===== src/sv/hcoc_pkg.sv =====
// ----------------------------------------------------------------------------
// hcoc_pkg
// Shared types and constants for the chi-square bin comparison block.
// ----------------------------------------------------------------------------
`default_nettype none
package hcoc_pkg;
    localparam int TOP_K   = 8;
    localparam int TOP_W   = 3;
    localparam int FILL_W  = 4;
    localparam int CNT_W   = 17;
    localparam logic [CNT_W-1:0] CNT_CAP = 17'd65536;
    localparam int ACC_W   = 48;
    localparam int SIG_W   = 32;
    localparam int BIN_W   = 16;
    localparam int VAL_W   = 24;

    localparam logic [2:0] REG_NSIGMA   = 3'd0;
    localparam logic [2:0] REG_MAXSIGMA = 3'd1;
    localparam logic [2:0] REG_GREEN    = 3'd2;
    localparam logic [2:0] REG_RED      = 3'd3;
    localparam logic [2:0] REG_NPRINT   = 3'd4;

    localparam logic [1:0] Q_GREEN  = 2'd0;
    localparam logic [1:0] Q_YELLOW = 2'd1;
    localparam logic [1:0] Q_RED    = 2'd2;

    typedef struct packed {
        logic load;       // capture input word, start multiply
        logic div_start;  // start divider
        logic div_step;   // one quotient bit
        logic accum;      // fold term into accumulators
        logic ins_step;   // one top-list shift step
        logic out_sum;    // present summary
        logic out_top;    // present top entry
        logic next_top;   // top entry taken, advance read pointer
        logic clear;      // clear accumulators
    } hcoc_cmd_t;

    typedef struct packed {
        logic skip;       // combined error zero
        logic sat;        // term saturates
        logic div_done;
        logic is_outlier;
        logic ins_done;
        logic last;
        logic top_last;   // current top entry is the last to print
        logic none;       // no top entries to print
    } hcoc_sts_t;
endpackage
`default_nettype wire


===== src/sv/hcoc_ctrl.sv =====
// ----------------------------------------------------------------------------
// hcoc_ctrl
// Sequencer for capture, division, insertion and report output.
// ----------------------------------------------------------------------------
`default_nettype none
module hcoc_ctrl import hcoc_pkg::*; (
    input  wire logic      aclk,
    input  wire logic      aresetn,
    input  wire logic      in_valid,
    output logic           in_ready,
    output logic           out_valid,
    input  wire logic      out_ready,
    output hcoc_cmd_t      cmd,
    input  wire hcoc_sts_t sts
);
    localparam logic [2:0] S_IDLE = 3'd0;
    localparam logic [2:0] S_PREP = 3'd1;
    localparam logic [2:0] S_DIV  = 3'd2;
    localparam logic [2:0] S_ACC  = 3'd3;
    localparam logic [2:0] S_INS  = 3'd4;
    localparam logic [2:0] S_SUM  = 3'd5;
    localparam logic [2:0] S_TOP  = 3'd6;
    localparam logic [2:0] S_MUL  = 3'd7;

    logic [2:0] state_reg, state_next;

    always_ff @(posedge aclk) begin
        if (!aresetn) state_reg <= S_IDLE;
        else          state_reg <= state_next;
    end

    always_comb begin
        state_next = state_reg;
        cmd        = '0;
        in_ready   = 1'b0;
        out_valid  = 1'b0;
        unique case (state_reg)
            S_IDLE: begin
                in_ready = 1'b1;
                if (in_valid) begin
                    cmd.load   = 1'b1;
                    state_next = S_MUL;
                end
            end
            S_MUL: begin
                // squares registered; diff^2 and combined error being formed
                state_next = S_PREP;
            end
            S_PREP: begin
                // product registered; decide path
                if (sts.skip) begin
                    state_next = sts.last ? S_SUM : S_IDLE;
                end else if (sts.sat) begin
                    state_next = S_ACC;
                end else begin
                    cmd.div_start = 1'b1;
                    state_next    = S_DIV;
                end
            end
            S_DIV: begin
                cmd.div_step = 1'b1;
                if (sts.div_done) state_next = S_ACC;
            end
            S_ACC: begin
                cmd.accum = 1'b1;
                if (sts.is_outlier)   state_next = S_INS;
                else if (sts.last)    state_next = S_SUM;
                else                  state_next = S_IDLE;
            end
            S_INS: begin
                cmd.ins_step = 1'b1;
                if (sts.ins_done) state_next = sts.last ? S_SUM : S_IDLE;
            end
            S_SUM: begin
                out_valid   = 1'b1;
                cmd.out_sum = 1'b1;
                if (out_ready) begin
                    if (sts.none) begin
                        cmd.clear  = 1'b1;
                        state_next = S_IDLE;
                    end else begin
                        state_next = S_TOP;
                    end
                end
            end
            S_TOP: begin
                out_valid   = 1'b1;
                cmd.out_top = 1'b1;
                if (out_ready) begin
                    cmd.next_top = 1'b1;
                    if (sts.top_last) begin
                        cmd.clear  = 1'b1;
                        state_next = S_IDLE;
                    end
                end
            end
            default: state_next = S_IDLE;
        endcase
    end
endmodule
`default_nettype wire


===== config.mk =====
export PLATFORM = sky130hd
export DESIGN_NAME = hcoc_ctrl
export DESIGN_NICKNAME = d
export VERILOG_FILES = /design/src/sv/hcoc_pkg.sv /design/src/sv/hcoc_ctrl.sv
export SDC_FILE = /design/constraint.sdc
export NUM_CORES = 1
export LEC_CHECK = 0
export BUFFER_PORTS_ARGS = -buffer_cell sky130_fd_sc_hd__buf_2
export CAP_MARGIN = 20
export CORE_AREA = 2 2 39 41
export DETAILED_ROUTE_END_ITERATION = 7
export DIE_AREA = 0 0 41 43
export HOLD_SLACK_MARGIN = 0.03
export PLACE_DENSITY = 0.63
export SKIP_LAST_GASP = 1
export SYNTH_ARGS = -nofsm -noshare
export SYNTH_HDL_FRONTEND = slang
export SYNTH_SLANG_ARGS = --single-unit

===== constraint.sdc =====
create_clock -name aclk -period 2.6 [get_ports aclk]
set_clock_uncertainty 0.2 [all_clocks]
set_input_delay 0 -clock aclk [delete_from_list [all_inputs] [get_ports aclk]]
set_output_delay 0 -clock aclk [all_outputs]
set_load 0.03 [all_outputs]

# ---- Yosys cells after proc, flatten, opt, wreduce, memory -nomap -nowiden
# Cells that the tools add are included.
dict set report totals {
  register_bits 3
  latchBits 0
  mem_bits_rw 0
  romBits 0
  in_bits 12
  out_inout_bits 11
  wordCells 46
  n_memories 0
}
dict set report classes {
  n_addsub 0
  mul 0
  div 0
  n_lt_le_gt_ge 0
  n_eq_ne 13
  shifts 0
  mux 29
  n_bitwise 0
  reduce_logical 3
}
# op n
set op_table {}
lappend op_table {{two-way mux 3 bit} 10}
lappend op_table {{case mux 3 bit (8 select lines)} 1}
lappend op_table {{two-way mux 1 bit} 15}
lappend op_table {{== test 3 bit (second input constant)} 4}
lappend op_table {{inequality test 2 bit (second input constant)} 6}
lappend op_table {{== test 3 x 2 -> 1 bit (second input constant)} 2}
lappend op_table {{AND reduction 6 bit} 1}
lappend op_table {{two-way mux 2 bit} 2}
lappend op_table {{== test 3 x 1 -> 1 bit (second input constant)} 1}
lappend op_table {{zero test 3 bit} 1}
lappend op_table {{case mux 1 bit (2 select lines)} 1}
lappend op_table {{OR reduction 2 bit} 1}

# ---- Depth between registers and ports, before layout
dict set report depth {
  depth_word 3
  ltp_mapped 5
  depth_no_buf 4
}

# ---- Worst setup path after synthesis
# No wires, ideal clock.
dict set report synth_timing {
  path_kind {reg-to-output}
  startpoint {register state_reg[2]}
  endpoint {output cmd[8] (netlist bit)}
  arrival_ns 1.830
  required_ns 2.400
  path_slack_ns 0.570
  stages_incl_launch_ff 5
  n_path_buf 2
  path_cell_list {dfxtp_1 -> buf_2 -> clkbuf_1 -> nor3_1 -> and2_1}
}
# item line
set synth_rtl {}
lappend synth_rtl {{from (decl)} hcoc_ctrl.sv:25} ;# logic [2:0] state_reg, state_next;
lappend synth_rtl {{from (signal assigned)} hcoc_ctrl.sv:29} ;# else state_reg <= state_next;
lappend synth_rtl {{to (decl)} hcoc_ctrl.sv:13} ;# output hcoc_cmd_t cmd,

# ---- Worst setup path after layout
dict set report layout_timing {
  startpoint {register state_reg[0]}
  endpoint {register state_reg[1]}
}
dict set report layout_between {
  elab_chain_len 3
  word_cells_on_any_way 16
  cone_classes {eq/ne: 13; mux: 1; reduce/logical: 2}
}
# item line
set layout_lines {}
lappend layout_lines {{== test 3 x 2 -> 1 bit (tied with other cells)} hcoc_ctrl.sv:37} ;# unique case (state_reg)
lappend layout_lines {{inequality test 2 bit (no source line)} --}
lappend layout_lines {{AND reduction 6 bit (no source line)} --}
# Several ways; a longest one is shown, not always the timed one.
# A chain may end at the register's enable or synchronous reset.

==> metrics <==
Synth Area in Simple Gates=42.5%; number of different library cells in the post-synthesis netlist=32; Yosys top cell area share=14.1%; Top FF cell, synth=sky130_fd_sc_hd__dfxtp_1; slowest library cell on the worst path=sky130_fd_sc_hd__dfxtp_1; final instance area=592 um^2; grt ovf=0; summed negative setup slack over all endpoints=0 ns; # nets final=98; count of antenna-violating nets left after detailed routing=0; fill count=144; Slew Viols, Final=0; All-Layer GR Usage=16.5%; combinational family with the most area after synthesis=simple AND/OR/NAND/NOR gates; clock sink count=3; row cnt=14; H-tree Lvls=1; number of cells in the design after placement=95; dominant cell type by area after synthesis=sky130_fd_sc_hd__dfxtp_1; share of the cycle needed by the critical path after routing=96.4%; reported leakage power=0.000289 uW; flop and latch count out of synthesis=3; CP Capture Type=flip-flop; Critical Path Source Type=flip-flop; Post-synth EDFFs=0; Worst path max stage delay=0.61 ns; GP Congestion=0.848; Syn Inst Count=60; die extent in x=41 um; worst slew slack as a fraction of its limit=67.0%; share of synthesized cell area in full adder, half adder and majority cells=0%; Crit path max-delay family=compound AO/OA/AOI/OAI gates; commonest cells in the synthesized netlist=sky130_fd_sc_hd__nor2b_1 (6), sky130_fd_sc_hd__nor3_1 (5), sky130_fd_sc_hd__a21oi_1 (4), sky130_fd_sc_hd__and3_1 (4); total of warnings raised by yosys=0; FF-to-FF Start=state_reg[0]; result of the run=complete, no violations; end of the worst register-to-register path=state_reg[1]; global-route wire length before repair=1960 um; critical setup path kind=reg -> reg; maxcap violations=0; count of cells along the worst register-to-register path=5; clock-pin transition on the worst setup and hold timing paths=0.04 ns; starting density of the core=30.8%; First DRT Iteration DRCs=10; total power of the final layout=666 uW; largest fanout of any net on the critical path=15; via count of the first global-routing pass=486; largest net degree at the start of global routing=16; hold violation count in the final report=0; num ports=23; share of synthesized area spent on multiplexers=5.28%; proportion of layout cells with a drive suffix above 1=34.1%; fmax=399 MHz; Setup violations, final=0; DRC=0; dominant cell by count in the synthesized netlist=sky130_fd_sc_hd__nor2b_1; critical path cell sequence=inv_2 -> a221o_1 -> and2_4 -> o311a_1 -> dlygate4sd3_1; Synth Cell Area=427 um^2; Wirelength per Cell=12.0 um; antenna violations before repair=0; setup slack of the most critical reg-to-reg path=0.09 ns; setup repair after global routing missed its margin=false; worst voltage drop across the vdd grid=0.000370 V; Async S/R FF share, synth=0%; Worst Path Arrival=2.43 ns; Compound-Gate Fraction of Synth Area=29.0%; cell at the root of the clock tree=sky130_fd_sc_hd__clkbuf_4; CTS Buf Count=3; Post-Syn Nets=72; synth top area cells=sky130_fd_sc_hd__dfxtp_1 (14%), sky130_fd_sc_hd__nor2b_1 (8.8%), sky130_fd_sc_hd__and3_1 (5.9%); Final Hold Slack=0.0733 ns; transition time at the pin with the least slew margin=0.495 ns; WHS Path Cells=4; Resized cells post-CTS=0; per-instance average area after synthesis=7.11 um^2; flip-flop count of the largest register after layout=3; combined buffer and inverter count along the critical path=2; sequential fraction of the synthesis area=14.1%; HPWL after DPL=879 um; class of the most critical hold timing path=in -> reg; Cell Pwr Density=1120 nW/um^2; placement-stage cell area=546 um^2; Final Non-Filler Cells=101; hold-critical path endpoint=state_reg[0]; Via Count=548; area of the core region=1380 um^2; Antenna Diode Count=0; clock tree from TritonCTS=built; Worst Min Path Start=sts[6]; xor/xnor cell area share of the yosys netlist=2.05%; final worst path period need=2.51 ns; y dimension of the die=43 um; routed vias/inst=5.43; insertion delay to the later sink of the worst-skew pair=0.24 ns; number of detailed-route iterations in the first pass=4; Critical Path RT=2.53 ns; clock buffer depth=2; die footprint=1760 um^2; Routed Wire Length=1210 um; area growth from synthesis to layout=38.7%; count of buffers inserted at the top-level ports=22
==> report_power, final <==
group | switching [uW] | internal [uW] | total [uW] | leakage [uW]
Sequential | 66.6 | 66.4 | 133 | 0.0000250
Combinational | 255 | 192 | 447 | 0.000249
Clock | 28.0 | 57.7 | 85.8 | 0.0000150
Total | 349 | 316 | 666 | 0.000289
==> cells by family (layout without fill, tap and decap cells) <==
| logic type | Yosys count | after routing |
|---|---|---|
| flip-flops | 3 | 3 |
| AND/OR/NAND/NOR | 31 | 31 |
| multiplexers | 1 | 1 |
| AO/OA/AOI/OAI | 17 | 17 |
| buffers and inverters | 7 | 32 |
| XOR/XNOR | 1 | 1 |
==> worst register-to-register path: stages (launching register included) <==
cell and delay (ns):
sky130_fd_sc_hd__dfxtp_1 0.61, sky130_fd_sc_hd__inv_2 0.16, sky130_fd_sc_hd__a221o_1 0.39, sky130_fd_sc_hd__and2_4 0.15, sky130_fd_sc_hd__o311a_1 0.33, sky130_fd_sc_hd__dlygate4sd3_1 0.54
==> placed cells by master, fill, tap and decap left out, types with 2 or more instances in the layout <==
| cell | n |
|---|---|
| sky130_fd_sc_hd__o21ai_0 | 2 |
| sky130_fd_sc_hd__dlygate4sd3_1 | 2 |
| sky130_fd_sc_hd__and3_1 | 4 |
| sky130_fd_sc_hd__a21oi_1 | 4 |
| sky130_fd_sc_hd__o311a_1 | 2 |
| sky130_fd_sc_hd__inv_1 | 2 |
| sky130_fd_sc_hd__and2_1 | 3 |
| sky130_fd_sc_hd__nand2_1 | 3 |
| sky130_fd_sc_hd__nor3_1 | 5 |
| sky130_fd_sc_hd__dfxtp_1 | 3 |
| sky130_fd_sc_hd__buf_2 | 22 |
| sky130_fd_sc_hd__clkbuf_4 | 3 |
| sky130_fd_sc_hd__nor2_1 | 3 |
| sky130_fd_sc_hd__nor2b_1 | 6 |
==> area by class of cell <==
cell class	instances	area [um^2]	share of cell area, %
multi-input combinational	50	337	56.9
timing repair buffer	25	138	23.3
sequential	3	60.1	10.1
clock buffer	4	26.3	4.44
tap	16	20.0	3.38
inverter	3	11.3	1.90
==> how the worst max path moves through the flow <==
stage | from | endpoint | slack, ns | cells past startpoint
after floorplan | state_reg[2] | cmd[8] | 0.57 | 4
after global placement | state_reg[0] | state_reg[1] | 0.72 | 4
after detailed placement | state_reg[0] | state_reg[0] | 0.65 | 4
after CTS | state_reg[0] | state_reg[1] | 0.11 | 5
after global routing | state_reg[0] | state_reg[1] | 0.001 | 5
final | state_reg[0] | state_reg[1] | 0.09 | 5
==> repair_timing <==
item,4_1_cts,5_1_grt
setup buffers,0,0
endpoints found under the hold margin,3,0
hold buffers,2,0
==> stage by stage <==
stage	utilization, %	worst slack, ns
after floorplan	-	0.570
after global placement	39.4	0.720
after detailed placement	39.4	0.654
after CTS	42.8	0.109
after global routing	42.8	0.00123
final	42.8	0.0944
==> per-layer routing <==
| metal | GRT usage (%) | vias up | share of wire [%] |
|---|---|---|---|
| li1 | - | 276 | - |
| met1 | 17.6 | 256 | 44 |
| met2 | 26.9 | 12 | 51 |
| met3 | 7.85 | 4 | 4.1 |
| met4 | 6.00 | 0 | 1.4 |
| met5 | 0 | - | 0 |
Power figures use the tool's default switching activity.
